==> config.mk <==
export PLATFORM = sky130hd
export DESIGN_NAME = juu_dec
export DESIGN_NICKNAME = d
export VERILOG_FILES = /design/src/rtl/juu_pkg.sv /design/src/rtl/juu_dec.sv
export SDC_FILE = /design/constraint.sdc
export NUM_CORES = 1
export LEC_CHECK = 0
export ABC_AREA = 1
export BUFFER_PORTS_ARGS = -buffer_cell sky130_fd_sc_hd__buf_2
export CAP_MARGIN = 20
export CORE_UTILIZATION = 50
export DETAILED_ROUTE_END_ITERATION = 12
export PLACE_DENSITY = 0.8
export RECOVER_POWER = 50
export SLEW_MARGIN = 20
export SYNTH_ARGS = -nofsm -noshare
export SYNTH_HDL_FRONTEND = slang
export SYNTH_SLANG_ARGS = --single-unit
==> constraint.sdc <==
create_clock -name clk -period 2.55 [get_ports clk]
set_input_delay 0.51 -clock clk [delete_from_list [all_inputs] [get_ports clk]]
set_output_delay 0.51 -clock clk [all_outputs]
set_load 0.005 [all_outputs]
==> src/rtl/juu_pkg.sv <==
package juu_pkg;

	typedef struct packed {
		logic [7:0] in_byte;
		logic       string_end;
	} in_item_t;

	typedef struct packed {
		logic [15:0] code_unit;
		logic        unit_valid;
		logic        done_res;
		logic [1:0]  status;
		logic        last_in_run;
	} out_item_t;

	// Results of one byte: up to two, held in order, with their count.
	typedef struct packed {
		out_item_t  res0;
		out_item_t  res1;
		logic [1:0] cnt;
	} dec_t;

	localparam logic [1:0] ST_OK         = 2'd0;
	localparam logic [1:0] ST_BAD_CONT   = 2'd1;
	localparam logic [1:0] ST_UNFINISHED = 2'd2;

	localparam logic [7:0] CH_BACKSLASH = 8'h5c;
	localparam logic [7:0] CH_B         = 8'h62;
	localparam logic [7:0] CH_F         = 8'h66;
	localparam logic [7:0] CH_N         = 8'h6e;
	localparam logic [7:0] CH_R         = 8'h72;
	localparam logic [7:0] CH_T         = 8'h74;

	localparam logic [15:0] HI_SURR   = 16'hd800;
	localparam logic [15:0] LO_SURR   = 16'hdc00;
	localparam logic [20:0] BMP_MAX   = 21'h00ffff;
	localparam logic [20:0] SUPP_BASE = 21'h010000;

	function automatic logic [7:0] escape_map(input logic [7:0] b);
		logic [7:0] r;
		case (b)
			CH_B:    r = 8'h08;
			CH_F:    r = 8'h0c;
			CH_N:    r = 8'h0a;
			CH_R:    r = 8'h0d;
			CH_T:    r = 8'h09;
			default: r = b;
		endcase
		return r;
	endfunction

endpackage

==> src/rtl/juu_dec.sv <==
module juu_dec (
	input  logic             clk,
	input  logic             arst_n,
	input  logic             step,
	input  juu_pkg::in_item_t item,
	output juu_pkg::dec_t     dec
);

	logic        escape_q;
	logic [1:0]  remain_q;
	logic [20:0] accum_q;
	logic [1:0]  err_q;

	logic        n_esc;
	logic [1:0]  n_rem;
	logic [20:0] n_acc;
	logic [1:0]  n_err;
	logic [20:0] acc_new;
	logic [20:0] supp;
	logic [15:0] u0;
	logic [15:0] u1;
	logic [1:0]  nu;
	logic [1:0]  st;
	logic [7:0]  b;
	juu_pkg::out_item_t bare;

	always_comb begin
		b       = item.in_byte;
		n_esc   = escape_q;
		n_rem   = remain_q;
		n_acc   = accum_q;
		n_err   = err_q;
		u0      = '0;
		u1      = '0;
		nu      = 2'd0;
		acc_new = {accum_q[14:0], b[5:0]};
		supp    = acc_new - juu_pkg::SUPP_BASE;
		if (err_q == juu_pkg::ST_OK) begin
			if (escape_q) begin
				u0    = {8'h00, juu_pkg::escape_map(b)};
				nu    = 2'd1;
				n_esc = 1'b0;
			end else if (remain_q != 2'd0) begin
				if (b[7:6] == 2'b10) begin
					n_acc = acc_new;
					n_rem = remain_q - 2'd1;
					if (remain_q == 2'd1) begin
						if (acc_new > juu_pkg::BMP_MAX) begin
							u0 = juu_pkg::HI_SURR | {6'd0, supp[19:10]};
							u1 = juu_pkg::LO_SURR | {6'd0, supp[9:0]};
							nu = 2'd2;
						end else begin
							u0 = acc_new[15:0];
							nu = 2'd1;
						end
					end
				end else begin
					n_err = juu_pkg::ST_BAD_CONT;
					n_rem = 2'd0;
				end
			end else if (!b[7]) begin
				if (b == juu_pkg::CH_BACKSLASH) begin
					n_esc = 1'b1;
				end else begin
					u0 = {8'h00, b};
					nu = 2'd1;
				end
			end else if (b[7:5] == 3'b110) begin
				n_acc = {16'd0, b[4:0]};
				n_rem = 2'd1;
			end else if (b[7:4] == 4'b1110) begin
				n_acc = {17'd0, b[3:0]};
				n_rem = 2'd2;
			end else if (b[7:3] == 5'b11110) begin
				n_acc = {18'd0, b[2:0]};
				n_rem = 2'd3;
			end
		end

		st = n_err;
		if (st == juu_pkg::ST_OK && (n_esc || n_rem != 2'd0)) begin
			st = juu_pkg::ST_UNFINISHED;
		end
		bare = '{code_unit: 16'd0, unit_valid: 1'b0, done_res: 1'b1, status: st,
			last_in_run: 1'b1};

		dec.res0 = '{code_unit: u0, unit_valid: 1'b1, done_res: 1'b0,
			status: juu_pkg::ST_OK, last_in_run: (nu == 2'd1)};
		dec.res1 = '{code_unit: u1, unit_valid: 1'b1, done_res: 1'b0,
			status: juu_pkg::ST_OK, last_in_run: 1'b1};
		dec.cnt  = nu;
		if (item.string_end) begin
			if (st == juu_pkg::ST_OK && nu != 2'd0) begin
				dec.res0.done_res = (nu == 2'd1);
				dec.res1.done_res = 1'b1;
			end else if (nu == 2'd0) begin
				dec.res0 = bare;
				dec.cnt  = 2'd1;
			end else begin
				dec.res0.last_in_run = 1'b0;
				dec.res1 = bare;
				dec.cnt  = 2'd2;
			end
		end
	end

	always_ff @(posedge clk or negedge arst_n) begin
		if (!arst_n) begin
			escape_q <= 1'b0;
			remain_q <= 2'd0;
			accum_q  <= '0;
			err_q    <= juu_pkg::ST_OK;
		end else if (step) begin
			if (item.string_end) begin
				escape_q <= 1'b0;
				remain_q <= 2'd0;
				accum_q  <= '0;
				err_q    <= juu_pkg::ST_OK;
			end else begin
				escape_q <= n_esc;
				remain_q <= n_rem;
				accum_q  <= n_acc;
				err_q    <= n_err;
			end
		end
	end

endmodule

==> summary.txt <==
Worst setup path
  • Worst Setup Start Kind: input pin
  • CP Data Required Time: 2.04 ns
  • Max stage delay cell, worst path: nor3_1
  • Critical path cell sequence: buf_2 > inv_1 > nor3_1 > nand3_1 > nand2_2 > nand2_4 > nand3_4 > nand3_4 > nand2_4 > nand2_4 > nor2_2 > buf_2
  • WS Path Type: input pin to primary output
  • Worst setup EP type: primary output
  • Arr. time, crit path: 2.06 ns
  • Bufs and invs on worst path: 3
  • R2r startpoint: remain_q[0]
  • Max FO, Critical Path: 5
  • CP most frequent cell: nand2_4
  • R2r endpoint: accum_q[0]
  • Cell family with most CP delay: simple AND/OR/NAND/NOR gates
  • Slowest cell delay on critical path: roughly 0.31 ns
  • FF-to-FF path depth: 8
  • R2r setup slk: 0.58 ns

Drt
  • Vias post-DR: 2772
  • WL met3: 704 um
  • DRC Markers: 0
  • WL met2: 3.53 mm
  • DR vias/cell: 5.67
  • WL final: roughly 7.3 mm
  • Wl on met1: 2.85 mm
  • First-pass DRT Iterations: 5
  • Max layer used: met4
  • First-iteration detailed-routing DRC count: between 300 and 400
  • Avg WL per Cell: around 15 um
  • Final ANT Viol Nets: 0

Yosys
  • Yosys warns: 0
  • Synth area leader: dfrtp_1
  • Synth cell types: 33
  • Top cells by area, synth: dfrtp_1 (23%), nand2_1 (14%), inv_1 (8.8%), nor2_1 (8.5%), nand3_1 (7.1%)
  • Synth top area share: 23.0%
  • Syn Std Cell Area: 2170 um^2
  • Syn Area/Cell: roughly 6 um^2
  • FF+latch count, synth: 20
  • Seq/Total Area, Yosys: 23.0%
  • Mapped Cells: between 300 and 400

Power
  • Power Density: 585 nW/um^2
  • Peak supply drop: 0.499 mV
  • Internal power: roughly 0.99 mW
  • Leakage: 1.52 nW
  • Combinational Power Share: 58.3%
  • Sw power: approximately 0.75 mW
  • PnR Total Power: approximately 1.7 mW
  • Clock Power Share: between 10% and 20%
  • Sw Share: between 40 and 50%
  • Flop pwr share: 23.2%

STA
  • Final setup violation count: 4
  • Setup TNS: -0.0421 ns
  • Fin worst setup slack: -0.0211 ns
  • Endpoints failing hold: 0
  • WHS: 0.440 ns
  • Worst slew pin tran: 1.12 ns
  • Unrepaired setup endpoints after global routing: true
  • Tmin final: 2.57 ns
  • Final worst-path cycle share: 101%
  • Slew HR: 25.0%
  • FMAX: 389 MHz
  • Final worst clock skew: 0.00389 ns
  • Max-slew violation count: 0

Layout
  • Total area of sequential cells: roughly 510 um^2
  • Fillers: 334
  • Fin area: 2980 um^2
  • Fin cells: 489
  • Synthesis-to-finish area growth: 37.2%
  • Footprint of the multi-input gates: 1550 um^2
  • Final #Nets: 455
  • Share of cells above drive strength 1: 37.8%
  • Ant diodes: 0

Place
  • Placed insts: between 400 and 500
  • Post-DP Area: 2510 um^2
  • Dpl hpwl: 4.95 mm
  • Port Buffers: 52
  • RePlAce Congestion: 0.984

Floorplan
  • Starting density of the core: a little over half
  • Site row count: 23
  • CORE AREA: 4090 um^2
  • Die Span Y: 67.9 um
  • Die area: approximately 4600 um^2
  • Die W: 67.9 um
  • # IOs: 56

Flow run
  • Max Cap Violations: 0

Clock tree
  • Total CTS buffers: 3
  • Clock transition at path regs: ~0.070 ns
  • Skew-Pair Late Insertion Delay: about 0.26 ns
  • CTS tree: built
  • H-tree Lvls: 1
  • CTS max path bufs: 2
  • CTS sink cnt: 20
  • Clock Tree Root: clkbuf_8

Worst hold path
  • Min-Delay Path Class: input pin to async pin

Global route
  • First-pass GRT wire length: 10.1 mm
  • Largest net degree at the start of global routing: 31
  • Grt ovf: 0
  • Vias in the first global route: 2122
  • Initial antenna violation count: 0
  • All-Layer GR Usage: 29.1%

Run status
  • Violated checks: negative setup slack
  • Status: finished with violations
-- power by group through the flow --
stage               Clock [mW]  Sequential (mW)  Combinational, mW
floorplan                    0            0.394              0.490
global placement             0            0.408              0.711
detailed placement           0            0.408              0.726
CTS                      0.325            0.400              0.802
global route             0.340            0.407               1.11
finish                   0.322            0.405               1.02
-- timing repair --
action,in CTS,in global routing
endpoints found under the setup margin,31,36
cloned,0,1
hold buffers,0,0
hold endpoints to repair,0,0
resized for setup,7,52
buffers inserted,6,16
pin swaps,7,23
-- state kept, by name (all words and copies together) (netlist names) --
name / count
err_q: 2
accum_q: 15
remain_q: 2
escape_q: 1
-- layout make-up --
type	instances	area share (%)
clock inverters	1	1.01
repair buffers	89	19.1
well taps	50	2.10
flip-flops and latches	20	17.0
multi-input cells	269	52.1
clock buffers	3	1.39
inverters	57	7.30
-- worst reg2reg max path, delay by kind of cell (launching register included) --
family | cells | cell delay, ns
and+or+nand+nor | 2 | 0.67
AOI/OAI and AO/OA | 3 | 0.41
DFF | 1 | 0.37
buffers and inverters | 2 | 0.23
adders and majority gates | 1 | 0.18
-- metrics by stage --
step	setup slack, ns	utilization, %
finish	-0.0211	72.9
CTS	0.00159	65.4
global placement	-0.0106	61.5
detailed placement	-0.0255	61.5
global route	-0.136	72.9
floorplan	0.191	-
-- cells in the final DEF (no fill, tap or decap), types with 2 or more instances in the layout --
cell type / count
a211oi_1: 2
a21oi_1: 10
a21oi_2: 3
buf_2: 48
buf_4: 34
buf_6: 3
clkbuf_4: 2
clkbuf_8: 3
conb_1: 3
dfrtp_1: 14
dfrtp_2: 6
ha_4: 2
inv_1: 44
inv_2: 12
nand2_1: 77
nand2_2: 9
nand2_4: 4
nand2_8: 3
nand3_1: 29
nand3_2: 3
nand3_4: 4
nand4_1: 7
nor2_1: 42
nor2_2: 13
nor2_4: 7
nor3_1: 3
nor3_2: 2
o21a_1: 3
o21ai_0: 28
o21ai_1: 2
o21ai_2: 2
o21bai_1: 2
o31ai_1: 4
-- cell usage after synthesis --
cell      count
a211oi_1      2
a21oi_1      13
a31oi_1       1
buf_2         4
buf_4         8
buf_8         1
clkbuf_1      4
conb_1        2
dfrtp_1      20
ha_1          3
inv_1        51
inv_2         6
nand2_1      83
nand2_2       7
nand2_4       2
nand3_1      31
nand3_2       3
nand3_4       2
nand4_1       7
nand4_2       1
nor2_1       49
nor2_2        9
nor2_4        4
nor3_1        4
nor3_2        1
nor4_1        1
o21a_1        3
o21ai_0      29
o21ai_1       2
o21ai_2       1
o21bai_1      2
o31ai_1       4
xor2_1        1
-- kinds of logic after synthesis --
logic type,Yosys count,synth area share [%]
simple gates,204,44.9
compound gates,57,14.6
flops,20,23.0
other cells,2,0.346
xor+xnor,1,0.403
fa+ha+maj,3,1.73
buf+inv,74,14.9
-- metal layers --
layer,GRT usage (%),vias to the layer above
met5,0,-
met4,5.99,0
met3,4.17,28
met2,48.9,176
met1,39.4,1264
li1,-,1304
-- worst max path at each step --
stage / startpoint / slack, ns / to / depth (start not counted)
after floorplan: remain_q[0] / 0.19 / dec[18] / 13
after global placement: item[5] / -0.01 / dec[7] / 13
after detailed placement: item[5] / -0.03 / dec[7] / 13
after CTS: remain_q[0] / 0.002 / dec[7] / 13
after global routing: item[1] / -0.14 / dec[25] / 12
final: item[1] / -0.02 / dec[25] / 12
Power figures use the tool's default switching activity.
